## src/sap_pkg.sv

```systemverilog
// shared constants and register codes for the spatial attenuation and pan block
package sap_pkg;

  localparam int COORD_BITS_DEF = 16;
  localparam int FRAC_BITS_DEF  = 16;

  localparam int LIM_W     = 16;
  localparam int VOL_W     = 8;
  localparam int GAIN_W    = 8;
  localparam int CFG_IDX_W = 2;
  localparam int CFG_W     = 8;

  localparam int QUEUE_DEPTH = 2;

  localparam logic [VOL_W-1:0] VOL_FULL     = VOL_W'(128);
  localparam logic [VOL_W-1:0] MASTER_RESET = VOL_W'(128);
  localparam logic [VOL_W-1:0] SFX_RESET    = VOL_W'(100);
  localparam logic [GAIN_W-1:0] GAIN_SCALE  = GAIN_W'(255);

  typedef enum logic [CFG_IDX_W-1:0] {
    CFG_MASTER = 2'd0,
    CFG_SFX    = 2'd1
  } cfg_index_t;

endpackage

```

## src/sap_queue.sv

```systemverilog
// short queue between front and back ends
module sap_queue #(
  parameter int W = 8
) (
  input  logic         clk,
  input  logic         rst,
  input  logic         in_valid,
  output logic         in_ready,
  input  logic [W-1:0] in_data,
  output logic         out_valid,
  input  logic         out_ready,
  output logic [W-1:0] out_data
);
  import sap_pkg::*;

  localparam int PW = (QUEUE_DEPTH > 1) ? $clog2(QUEUE_DEPTH) : 1;
  localparam int CW = $clog2(QUEUE_DEPTH + 1);

  logic [W-1:0]  slots [QUEUE_DEPTH];
  logic [PW-1:0] wr_ptr;
  logic [PW-1:0] rd_ptr;
  logic [CW-1:0] count;
  logic          push;
  logic          pop;

  assign in_ready  = count != CW'(QUEUE_DEPTH);
  assign out_valid = count != '0;
  assign push      = in_valid && in_ready;
  assign pop       = out_valid && out_ready;
  assign out_data  = slots[rd_ptr];

  always_ff @(posedge clk) begin
    if (rst) begin
      wr_ptr <= '0;
      rd_ptr <= '0;
      count  <= '0;
    end else begin
      if (push) begin
        wr_ptr <= (wr_ptr == PW'(QUEUE_DEPTH - 1)) ? '0 : wr_ptr + PW'(1);
      end
      if (pop) begin
        rd_ptr <= (rd_ptr == PW'(QUEUE_DEPTH - 1)) ? '0 : rd_ptr + PW'(1);
      end
      case ({push, pop})
        2'b10:   count <= count + CW'(1);
        2'b01:   count <= count - CW'(1);
        default: ;
      endcase
    end
  end

  always_ff @(posedge clk) begin
    if (push) begin
      slots[wr_ptr] <= in_data;
    end
  end

endmodule

```

## config.mk

```make
export PLATFORM = sky130hd
export DESIGN_NAME = sap_queue
export DESIGN_NICKNAME = d
export VERILOG_FILES = /design/src/sap_pkg.sv /design/src/sap_queue.sv
export SDC_FILE = /design/constraint.sdc
export NUM_CORES = 1
export LEC_CHECK = 0
export BUFFER_PORTS_ARGS = -buffer_cell sky130_fd_sc_hd__buf_2
export CAP_MARGIN = 20
export CORE_AREA = 4 4 44 46
export CTS_BUF_LIST = sky130_fd_sc_hd__clkbuf_8
export DETAILED_ROUTE_END_ITERATION = 16
export DIE_AREA = 0 0 48 50
export PLACE_DENSITY = 0.78
export SLEW_MARGIN = 20
export SYNTH_ARGS = -nofsm -noshare
export SYNTH_HDL_FRONTEND = slang
export SYNTH_SLANG_ARGS = --single-unit
```

## constraint.sdc

```tcl
create_clock -name clk -period 2.7 [get_ports clk]
set_input_delay 0 -clock clk [delete_from_list [all_inputs] [get_ports clk]]
set_output_delay 0 -clock clk [all_outputs]
set_load 0.02 [all_outputs]
```

==> flow_metrics.tcl <==
set metrics [dict create \
    crit_required_ns 2.88 \
    postCtsHoldBufs 9 \
    grt_overflow 0 \
    fin_crit_sh_pct 58.5 \
    io-pin-count 22 \
    antenna_left 0 \
    design_area_sq_mm 0.00105 \
    syn_area_sq_um 798 \
    p_per_area_mw_per_mm2 935 \
    synth_top_cell_by_area "edfxtp_1" \
    holdCritPathClass "input pin to flop" \
    critPathMaxFanout 5 \
    ff2ff_setup_slack_ns 1.12 \
    setup_tns_ns 0 \
    cts_sinks 21 \
    worstHoldPathCells 3 \
    antenna_found_initial 0 \
    wl_microns 1300 \
    synthTopCellsByArea "edfxtp_1, dfxtp_1, mux2_2, xnor2_1, ha_1" \
    fin_nets 96 \
    synth_edf_count 16 \
    rsz0062_at_grt "no" \
    timing.final.ws_setup_ns 1.12 \
    crit_type "flop to flop" \
    synth-seq-cells 21 \
    path_clk_slew_ns 0.07 \
    cts_resized 0 \
    period_needed_ns 1.58 \
    critical_path_depth 5 \
    drc 0 \
    place_ws_ns 1.12 \
    cts_buffers 3 \
    r2r-end "count[1]" \
    ys_async_sr_fraction_pct 0 \
    r2r-start "count[0]" \
    grt_pass1_vias 442 \
    yosysWarnings 0 \
    cts_root_buffer "clkbuf_8" \
    clockBufferDepth 2 \
    worst_pin_slew_ns 0.385 \
    gp_congestion 0.693 \
    synth_top_area_share_pct 60.2 \
    cp_slowest_cell "dfxtp_1" \
    coreArea_sq_mm 0.00151 \
    worstPathCellList "nand2b_1, nand2_1, ha_1, or3_1, a21oi_1" \
    critical_path.top_delay_family "simple AND/OR/NAND/NOR gates" \
    cts_tree "yes" \
    synth_ff_type "edfxtp_1" \
    drtIter0Drc 13 \
    max-vdd-ir-drop_mv 0.682 \
    synth.distinct_cells 19 \
    crit_end "count[1]" \
    start_kind "flop" \
    rows 14 \
    wl_per_cell_microns 13.3 \
    cpPeakStageDelay_ns 0.41 \
    grt_pass1_wl_microns 1950 \
    die_area_sq_mm 0.00240 \
    maxCapViolCount 0 \
    finClkSkew_ns 0.00233 \
    clk_latency_ns 0.25 \
    die_height_microns 50 \
    cts_setup_buffers 0 \
    dp.cells 85 \
    hold_violations 0 \
    grt_usage_pct 11.8 \
    vias 488 \
    dp_hpwl_microns 841 \
    startpoint "count[0]" \
    layout-drive-gt1-share_pct 41.5 \
    vias_per_cell 4.98 \
    post_dp_cell_area_sq_um 918 \
    portBuffers 21 \
    seq_area_frac_synth_pct 72.7 \
    cp_data_arrival_time_ns 1.76 \
    dr.pass1.iters 4 \
    relSlewSlack_pct 74.4 \
    die_w_microns 48 \
    crit_buf_inv 0 \
    status "finished clean" \
    maxSlewViolCount 0 \
    setup_violations 0 \
    end_kind "flop" \
    start_util_pct 53.0 \
    r2r_cells 5 \
    grt_max_degree 12 \
    antenna_cells 0 \
    postSynthAreaPerCell_sq_um 16.3 \
    leakagePower_nw 0.423 \
    finish.utilization_pct 69.9 \
    areaGrowthSynthToFinish_pct 32.0 \
    synth_cells 49 \
    fmax_mhz 633 \
    synthTopCellsByCount "edfxtp_1, mux2_2, dfxtp_1" \
    final_cells 98 \
    yosysMostFrequentCell "edfxtp_1" \
    cts_htree_levels 1 \
    synth_fp_nets 62 \
]
-- where the power goes --
part / leakage (nW) / internal, mW / switching (mW)
logic: 0.206 / 0.154 / 0.177
registers: 0.191 / 0.416 / 0.0453
clock network: 0.0269 / 0.101 / 0.0909
total: 0.423 / 0.671 / 0.313
-- sequential cells by signal, summed over array words and instances (netlist names), named ones only --
register / count
slots: 16
wr_ptr: 1
rd_ptr: 1
count: 2
-- through the flow --
stage,total power [mW],hold slack (ns)
2_1_floorplan,0.702,0.0691
3_3_place_gp,0.783,0.188
3_5_place_dp,0.792,0.191
4_1_cts,0.993,0.0706
5_1_grt,1.05,0.0830
6_report,0.985,0.0712
-- per-layer routing --
| metal | GRT usage, % | part of all wire [%] |
|---|---|---|
| met5 | 0 | 0 |
| met2 | 20.0 | 53 |
| met3 | 3.64 | 8.4 |
| met1 | 13.3 | 38 |
| met4 | 4.04 | 0 |
-- cell usage in the layout (no fill, tap or decap) --
cell type,instances
buf_2,21
edfxtp_1,16
dlygate4sd3_1,9
mux2_2,8
dfxtp_1,5
nor2_1,3
clkbuf_8,3
inv_1,2
a21oi_1,2
xnor2_1,2
o21a_1,1
nand2b_1,1
nand2_1,1
or2_2,1
and3_1,1
nand3b_1,1
xor2_1,1
a21bo_2,1
o21ai_0,1
or3_1,1
ha_1,1
-- logic make-up (layout without fill, tap and decap cells) --
group / after synthesis / in the layout / share of synthesized area (%)
AOI/OAI and AO/OA: 5 / 5 / 4.08
xor gates and xnor gates: 3 / 3 / 3.29
adders and majority gates: 1 / 1 / 1.57
buffers and inverters: 2 / 35 / 1.10
DFF: 21 / 21 / 72.7
muxes: 8 / 8 / 11.3
and+or+nand+nor: 9 / 9 / 5.96
-- worst register-to-register path, cell delays in order, from the launching register on --
cell and delay, ns:
dfxtp_1 0.41, nand2b_1 0.21, nand2_1 0.08, ha_1 0.31
or3_1 0.35, a21oi_1 0.16
-- layout make-up --
cell class,instances,area (sq um)
Sequential cell,21,581
Fill cell,113,453
Multi-Input combinational cell,26,209
Timing Repair Buffer,30,195
Clock buffer,3,41.3
Tap cell,16,20.0
Clock inverter,1,3.75
Inverter,1,3.75
-- worst min-delay path by stage --
| stage | from | end |
|---|---|---|
| after floorplan | rst | count[1] |
| after global placement | in_data[3] | slots[0][3] |
| after detailed placement | in_data[2] | slots[0][2] |
| after CTS | in_valid | wr_ptr |
| after global routing | in_valid | wr_ptr |
| final | in_valid | wr_ptr |
(Power assumes the default switching activity.)
