## config.mk

```make
export PLATFORM = sky130hd
export DESIGN_NAME = sap_front_flat
export DESIGN_NICKNAME = d
export VERILOG_FILES = /design/src/sap_pkg.sv /design/src/sap_in_if.sv /design/src/sap_cfg_if.sv /design/src/sap_front.sv /design/src/flat_wrapper.sv
export SDC_FILE = /design/constraint.sdc
export NUM_CORES = 2
export LEC_CHECK = 0
export BUFFER_PORTS_ARGS = -buffer_cell sky130_fd_sc_hd__buf_2
export CAP_MARGIN = 30
export CORE_MARGIN = 5
export CORE_UTILIZATION = 45
export CTS_CLUSTER_DIAMETER = 200
export CTS_CLUSTER_SIZE = 25
export DETAILED_ROUTE_END_ITERATION = 16
export GPL_TIMING_DRIVEN = 0
export MAX_ROUTING_LAYER = met4
export PLACE_DENSITY_LB_ADDON = 0.25
export SETUP_SLACK_MARGIN = 0.1
export SLEW_MARGIN = 20
export SYNTH_ARGS = -nofsm -noshare
export SYNTH_HDL_FRONTEND = slang
export SYNTH_SLANG_ARGS = --single-unit
```

## constraint.sdc

```tcl
create_clock -name clk -period 10 [get_ports clk]
set_input_delay 2 -clock clk [delete_from_list [all_inputs] [get_ports clk]]
set_output_delay 2 -clock clk [all_outputs]
set_load 0.01 [all_outputs]
```

## src/sap_pkg.sv

```systemverilog
// shared constants and register codes for the spatial attenuation and pan block
package sap_pkg;

  localparam int COORD_BITS_DEF = 16;
  localparam int FRAC_BITS_DEF  = 16;

  localparam int LIM_W     = 16;
  localparam int VOL_W     = 8;
  localparam int GAIN_W    = 8;
  localparam int CFG_IDX_W = 2;
  localparam int CFG_W     = 8;

  localparam int QUEUE_DEPTH = 2;

  localparam logic [VOL_W-1:0] VOL_FULL     = VOL_W'(128);
  localparam logic [VOL_W-1:0] MASTER_RESET = VOL_W'(128);
  localparam logic [VOL_W-1:0] SFX_RESET    = VOL_W'(100);
  localparam logic [GAIN_W-1:0] GAIN_SCALE  = GAIN_W'(255);

  typedef enum logic [CFG_IDX_W-1:0] {
    CFG_MASTER = 2'd0,
    CFG_SFX    = 2'd1
  } cfg_index_t;

endpackage

```

## src/sap_in_if.sv

```systemverilog
// input channel: listener and source positions with range limit
interface sap_in_if #(
  parameter int COORD_BITS = sap_pkg::COORD_BITS_DEF
);
  logic                         valid;
  logic                         ready;
  logic signed [COORD_BITS-1:0] ear_x;
  logic signed [COORD_BITS-1:0] ear_y;
  logic signed [COORD_BITS-1:0] emit_x;
  logic signed [COORD_BITS-1:0] emit_y;
  logic [sap_pkg::LIM_W-1:0]    range_limit;

  modport source (output valid, ear_x, ear_y, emit_x, emit_y, range_limit,
                  input ready);
  modport sink   (input valid, ear_x, ear_y, emit_x, emit_y, range_limit,
                  output ready);
endinterface

```

## src/sap_cfg_if.sv

```systemverilog
// configuration write channel
interface sap_cfg_if;
  logic                          valid;
  logic                          ready;
  logic [sap_pkg::CFG_IDX_W-1:0] index;
  logic [sap_pkg::CFG_W-1:0]     data;

  modport source (output valid, index, data, input ready);
  modport sink   (input valid, index, data, output ready);
endinterface

```

## src/sap_front.sv

```systemverilog
// front end: accepts beats, forms offsets, squared distance and effective volume
module sap_front #(
  parameter int COORD_BITS = sap_pkg::COORD_BITS_DEF,
  parameter int IW         = 3 * (COORD_BITS + 1) + 1 + sap_pkg::LIM_W + sap_pkg::VOL_W
) (
  input  logic          clk,
  input  logic          rst,
  sap_in_if.sink        item,
  sap_cfg_if.sink       cfg,
  output logic          fo_valid,
  input  logic          fo_ready,
  output logic [IW-1:0] fo_data
);
  import sap_pkg::*;

  localparam int DW = COORD_BITS + 1;
  localparam int NW = 2 * DW;

  logic [VOL_W-1:0] main_volume;
  logic [VOL_W-1:0] sfx_group_volume;

  logic [2*VOL_W-1:0] vol_prod;
  logic [VOL_W:0]     eff_raw;
  logic [VOL_W-1:0]   eff_sat;

  logic signed [DW-1:0] dx;
  logic signed [DW-1:0] dy;
  logic [LIM_W-1:0]     lim_fix;

  logic             s1_valid;
  logic [DW-1:0]    s1_adx;
  logic [DW-1:0]    s1_ady;
  logic             s1_neg;
  logic [LIM_W-1:0] s1_lim;
  logic [VOL_W-1:0] s1_eff;

  logic             s2_valid;
  logic [NW-1:0]    s2_n;
  logic [DW-1:0]    s2_adx;
  logic             s2_neg;
  logic [LIM_W-1:0] s2_lim;
  logic [VOL_W-1:0] s2_eff;

  logic          adv;
  logic [NW-1:0] sq_x;
  logic [NW-1:0] sq_y;

  assign cfg.ready = 1'b1;

  always_ff @(posedge clk) begin
    if (rst) begin
      main_volume      <= MASTER_RESET;
      sfx_group_volume <= SFX_RESET;
    end else if (cfg.valid) begin
      case (cfg.index)
        CFG_MASTER: main_volume      <= cfg.data;
        CFG_SFX:    sfx_group_volume <= cfg.data;
        default: ;
      endcase
    end
  end

  // effective volume saturates at full scale for oversized register values
  assign vol_prod = main_volume * sfx_group_volume;
  assign eff_raw  = vol_prod[2*VOL_W-1:7];
  assign eff_sat  = (eff_raw > {1'b0, VOL_FULL}) ? VOL_FULL : eff_raw[VOL_W-1:0];

  assign dx = $signed({item.emit_x[COORD_BITS-1], item.emit_x})
            - $signed({item.ear_x[COORD_BITS-1], item.ear_x});
  assign dy = $signed({item.emit_y[COORD_BITS-1], item.emit_y})
            - $signed({item.ear_y[COORD_BITS-1], item.ear_y});
  assign lim_fix = (item.range_limit == '0) ? LIM_W'(1) : item.range_limit;

  assign adv        = !s2_valid || fo_ready;
  assign item.ready = adv;

  always_ff @(posedge clk) begin
    if (rst) begin
      s1_valid <= 1'b0;
      s2_valid <= 1'b0;
    end else if (adv) begin
      s1_valid <= item.valid;
      s2_valid <= s1_valid;
    end
  end

  assign sq_x = s1_adx * s1_adx;
  assign sq_y = s1_ady * s1_ady;

  always_ff @(posedge clk) begin
    if (adv) begin
      s1_adx <= dx[DW-1] ? DW'(-dx) : DW'(dx);
      s1_ady <= dy[DW-1] ? DW'(-dy) : DW'(dy);
      s1_neg <= dx[DW-1];
      s1_lim <= lim_fix;
      s1_eff <= eff_sat;
      s2_n   <= sq_x + sq_y;
      s2_adx <= s1_adx;
      s2_neg <= s1_neg;
      s2_lim <= s1_lim;
      s2_eff <= s1_eff;
    end
  end

  assign fo_valid = s2_valid;
  assign fo_data  = {s2_n, s2_adx, s2_neg, s2_lim, s2_eff};

endmodule

```

## src/flat_wrapper.sv

```systemverilog
// flat-port wrapper written by rule: the top's interface ports become plain ports
module sap_front_flat import sap_pkg::*;
#(
  parameter int COORD_BITS = sap_pkg::COORD_BITS_DEF,
  parameter int IW         = 3 * (COORD_BITS + 1) + 1 + sap_pkg::LIM_W + sap_pkg::VOL_W
)
  (clk, rst, fo_valid, fo_ready, fo_data, item_valid, item_ear_x, item_ear_y, item_emit_x, item_emit_y, item_range_limit, item_ready, cfg_valid, cfg_index, cfg_data, cfg_ready);
  sap_in_if #(.COORD_BITS(COORD_BITS)) item_i ();
  sap_cfg_if cfg_i ();
  input  logic clk;
  input  logic rst;
  output logic fo_valid;
  input  logic fo_ready;
  output logic [IW-1:0] fo_data;
  input wire logic [$bits(item_i.valid)-1:0] item_valid;
  input wire logic [$bits(item_i.ear_x)-1:0] item_ear_x;
  input wire logic [$bits(item_i.ear_y)-1:0] item_ear_y;
  input wire logic [$bits(item_i.emit_x)-1:0] item_emit_x;
  input wire logic [$bits(item_i.emit_y)-1:0] item_emit_y;
  input wire logic [$bits(item_i.range_limit)-1:0] item_range_limit;
  output wire logic [$bits(item_i.ready)-1:0] item_ready;
  input wire logic [$bits(cfg_i.valid)-1:0] cfg_valid;
  input wire logic [$bits(cfg_i.index)-1:0] cfg_index;
  input wire logic [$bits(cfg_i.data)-1:0] cfg_data;
  output wire logic [$bits(cfg_i.ready)-1:0] cfg_ready;
  assign item_i.valid = item_valid;
  assign item_i.ear_x = item_ear_x;
  assign item_i.ear_y = item_ear_y;
  assign item_i.emit_x = item_emit_x;
  assign item_i.emit_y = item_emit_y;
  assign item_i.range_limit = item_range_limit;
  assign item_ready = item_i.ready;
  assign cfg_i.valid = cfg_valid;
  assign cfg_i.index = cfg_index;
  assign cfg_i.data = cfg_data;
  assign cfg_ready = cfg_i.ready;
  sap_front #(.COORD_BITS(COORD_BITS), .IW(IW)) u_core (.clk(clk), .rst(rst), .item(item_i), .cfg(cfg_i), .fo_valid(fo_valid), .fo_ready(fo_ready), .fo_data(fo_data));
endmodule
```

==> results.md <==
- WHS Path Cells: 0
- Drt via density: 5.02
- Drt pass-1 iters: 5
- Syn nets: 3459
- Setup slack, reg-to-reg: roughly 1.1 ns
- Hold Buf Count CTS: 0
- Final worst slack: approximately 1.1 ns
- Crit start category: register
- Number of global-route vias before repair: between 15k and 20k
- H-tree depth: 4
- CP required: 10.24 ns
- Setup crit end kind: register
- Boundary pin count: roughly 170
- Row count: 88
- # resized after CTS: 0
- Synthesized area per cell: 9.92 um^2
- Detail Placement HPWL: 50.8 mm
- Wire length per cell: approximately 16 um
- Clk slew on worst S/H paths: 0.07 ns
- Hold WC Path Type: reg2reg
- Top Layer Used: met4
- RSZ-0062 raised after global routing: no
- Vias: between 15k and 20k
- Worst-Margin Slew: 0.791 ns
- Largest net degree at the start of global routing: 58
- Flops & latches, synth: 153
- Maximum capacitance violations: 0
- Final Max Tran Viols: 0
- Max Fclk: around 110 MHz
- FF-to-FF End: u_core.s2_n[32]
- Initial Util: 0.452
- Worst Skew: 0.0225 ns
- Post-CTS setup buffers: 0
- Core box area: around 57000 um^2
- Die H: 250 um
- Final #Nets: 3651
- Grt ovf: 0
- Fin. Hold Viols: 0
- Met2 routed WL: just over 30 mm
- Worst r2r src: u_core.s1_adx[6]
- Final-layout fill cell count: between 5k and 6k
- Synth unique cells: 83
- Commonest non-fill, non-tap cell in the layout: inv_1
- Global-route wire length before repair: approximately 98 mm
- Worst Reg-to-Reg Cells: 25
- Setup WS pre-CTS: 1.18 ns
- TritonCTS clock tree: built
- Critical path peak fanout: 10
- Synthesis-to-layout area growth: 9.48%
- Main synth FF type: edfxtp_1
- Final worst-path cycle share: 0.889
- DRC viols: 0
- Routed wl met3: 2.43 mm
- Post-synth ARST share: 0
- Post-synthesis sequential area ratio: 0.170
- Outcome: complete, no violations
- Setup violators final: 0
- Post-detailed-route count of antenna-violating nets: 0
- Setup_tns: 0 ns
- Min-Delay Endpoint: u_core.s2_lim[0]
- Reg area: roughly 4400 um^2
- IO buf count: 171
- CTS sink cnt: approximately 150
- Hold Startpoint: u_core.s1_lim[0]
- Most frequent cells in the layout: inv_1 (707), fa_1 (485), ha_1 (258), nand2_1 (214), buf_2 (175)
- Routed WL: about 60 mm
- Initial antenna violation count: 0
- Yosys warnings: 0
- Clock Path Buffers: 2
- CP Class: reg2reg
- Global placement routability congestion: just under 0.9
- Clock Latency Late Sink: approximately 0.5 ns
- Total CTS buffers: 17
- All-Layer GR Usage: 0.202
- Root buffer cell: clkbuf_16
- Chip width: approximately 250 um
- Met1 Wirelength: around 24 mm
- Synthesized instance count: between 2k and 3k
- Post-synth EDFFs: between 100 and 150
- Iter 0 DRT Violations: approximately 940
- Die ar.: 62700 um^2
- Mapped cell area: between 20000 and 30000 um^2
- Multi-input gate area: between 15000 and 20000 um^2
- Min cycle time layout: 8.89 ns
- WP data arrival: between 9 and 10 ns
- Worst slew margin: 0.469
- Ratio of cells with drive above 1 in the final layout: 0.0846
- Hold Slack: around 0.4 ns
[cell families (layout without fill, tap and decap cells)]
| kind of cell | Yosys count | in the layout | share of synthesized area |
|---|---|---|---|
| multiplexers | 18 | 18 | 0.00708 |
| buffers and inverters | 780 | 985 | 0.114 |
| other | 1 | 2 | 0.000144 |
| XOR/XNOR | 94 | 94 | 0.0317 |
| AO/OA/AOI/OAI | 255 | 255 | 0.0696 |
| adder cells (fa/ha/maj) | 743 | 743 | 0.498 |
| flip-flops | 153 | 153 | 0.170 |
| AND/OR/NAND/NOR | 577 | 577 | 0.110 |
[registers in the layout (all words and copies together) (netlist names)]
signal and flops:
u_core.s2_eff 8, u_core.s1_valid 1, u_core.s1_eff 8, u_core.s2_lim 16, u_core.s1_lim 16, u_core.s1_adx 17, u_core.s2_n 34, u_core.s1_neg 1
u_core.s2_adx 17, u_core.fo_valid 1, u_core.s2_neg 1, u_core.sfx_group_volume 8, u_core.main_volume 8, u_core.s1_ady 17
[final cells by class]
class,count,area share
well taps,765,0.0336
clock inverters,11,0.00273
clock buffers,21,0.0177
diodes,1,0.0000879
flip-flops and latches,153,0.155
repair buffers,173,0.0320
inverters,706,0.0931
multi-input cells,1688,0.655
plain buffers,74,0.0106
[synthesized netlist by cell type, types with 10 or more instances]
| cell type | number | area (um^2) |
|---|---|---|
| dfxtp_1 | 18 | 360 |
| a211o_1 | 13 | 114 |
| clkbuf_1 | 64 | 240 |
| xnor2_1 | 67 | 587 |
| fa_1 | 485 | 9710 |
| a21o_1 | 28 | 210 |
| mux2i_1 | 15 | 150 |
| o21ai_0 | 30 | 150 |
| or3_1 | 12 | 75.1 |
| a211oi_1 | 13 | 97.6 |
| inv_1 | 705 | 2650 |
| o21a_1 | 11 | 82.6 |
| nor3_1 | 23 | 115 |
| edfxtp_1 | 135 | 4050 |
| and3_1 | 10 | 62.6 |
| ha_1 | 258 | 3230 |
| nor2b_1 | 13 | 81.3 |
| nand2_1 | 214 | 803 |
| a31oi_1 | 12 | 75.1 |
| a21oi_1 | 63 | 315 |
| nand3_1 | 19 | 95.1 |
| nand2b_1 | 14 | 87.6 |
| o21ai_1 | 21 | 105 |
| nor2_1 | 80 | 300 |
| xor2_1 | 27 | 236 |
| and2_1 | 156 | 976 |
[worst max-delay path, stage by stage, from the launching register on]
cell and delay (ns):
edfxtp_1 0.73, clkbuf_1 0.55, nand2_1 0.21, fa_1 0.58, inv_1 0.06, fa_1 0.60, inv_1 0.08, fa_1 0.53
inv_1 0.05, fa_1 0.42, fa_1 0.50, inv_1 0.06, fa_1 0.55, fa_1 0.43, fa_1 0.55, inv_1 0.06
ha_1 0.26, clkbuf_1 0.19, a21oi_1 0.17, o221ai_1 0.15, a21oi_1 0.24, a2bb2oi_1 0.60, a21oi_1 0.20, o31a_1 0.38
o211a_1 0.23, a211o_1 0.26
[routing by layer]
layer	vias to the layer above	track usage
met2	321	0.351
met5	-	-
met3	70	0.0347
met1	9184	0.248
li1	8454	-
met4	0	0.0510
[how the worst max path moves through the flow]
stage	start	end	slack [ns]	cells past startpoint
6_report	u_core.s1_adx[6]	u_core.s2_n[32]	1.11	25
5_1_grt	u_core.s1_adx[11]	u_core.s2_n[32]	0.73	25
4_1_cts	u_core.s1_adx[6]	u_core.s2_n[32]	1.13	25
3_5_place_dp	u_core.s1_adx[12]	u_core.s2_n[32]	1.18	25
3_3_place_gp	fo_ready	item_ready	0.62	3
2_1_floorplan	fo_ready	item_ready	2.62	1
[metrics by stage]
step | instances | util | instance area (um^2)
finish | 3592 | 0.495 | 28500
global route | 3591 | 0.495 | 28500
CTS | 3591 | 0.495 | 28500
detailed placement | 3559 | 0.485 | 27900
global placement | 3557 | 0.484 | 27800
floorplan | 2621 | - | 26000
Power is left out: the tool's default activity adds up to more than one toggle a clock period on the data nets, which glitch-free logic cannot reach.
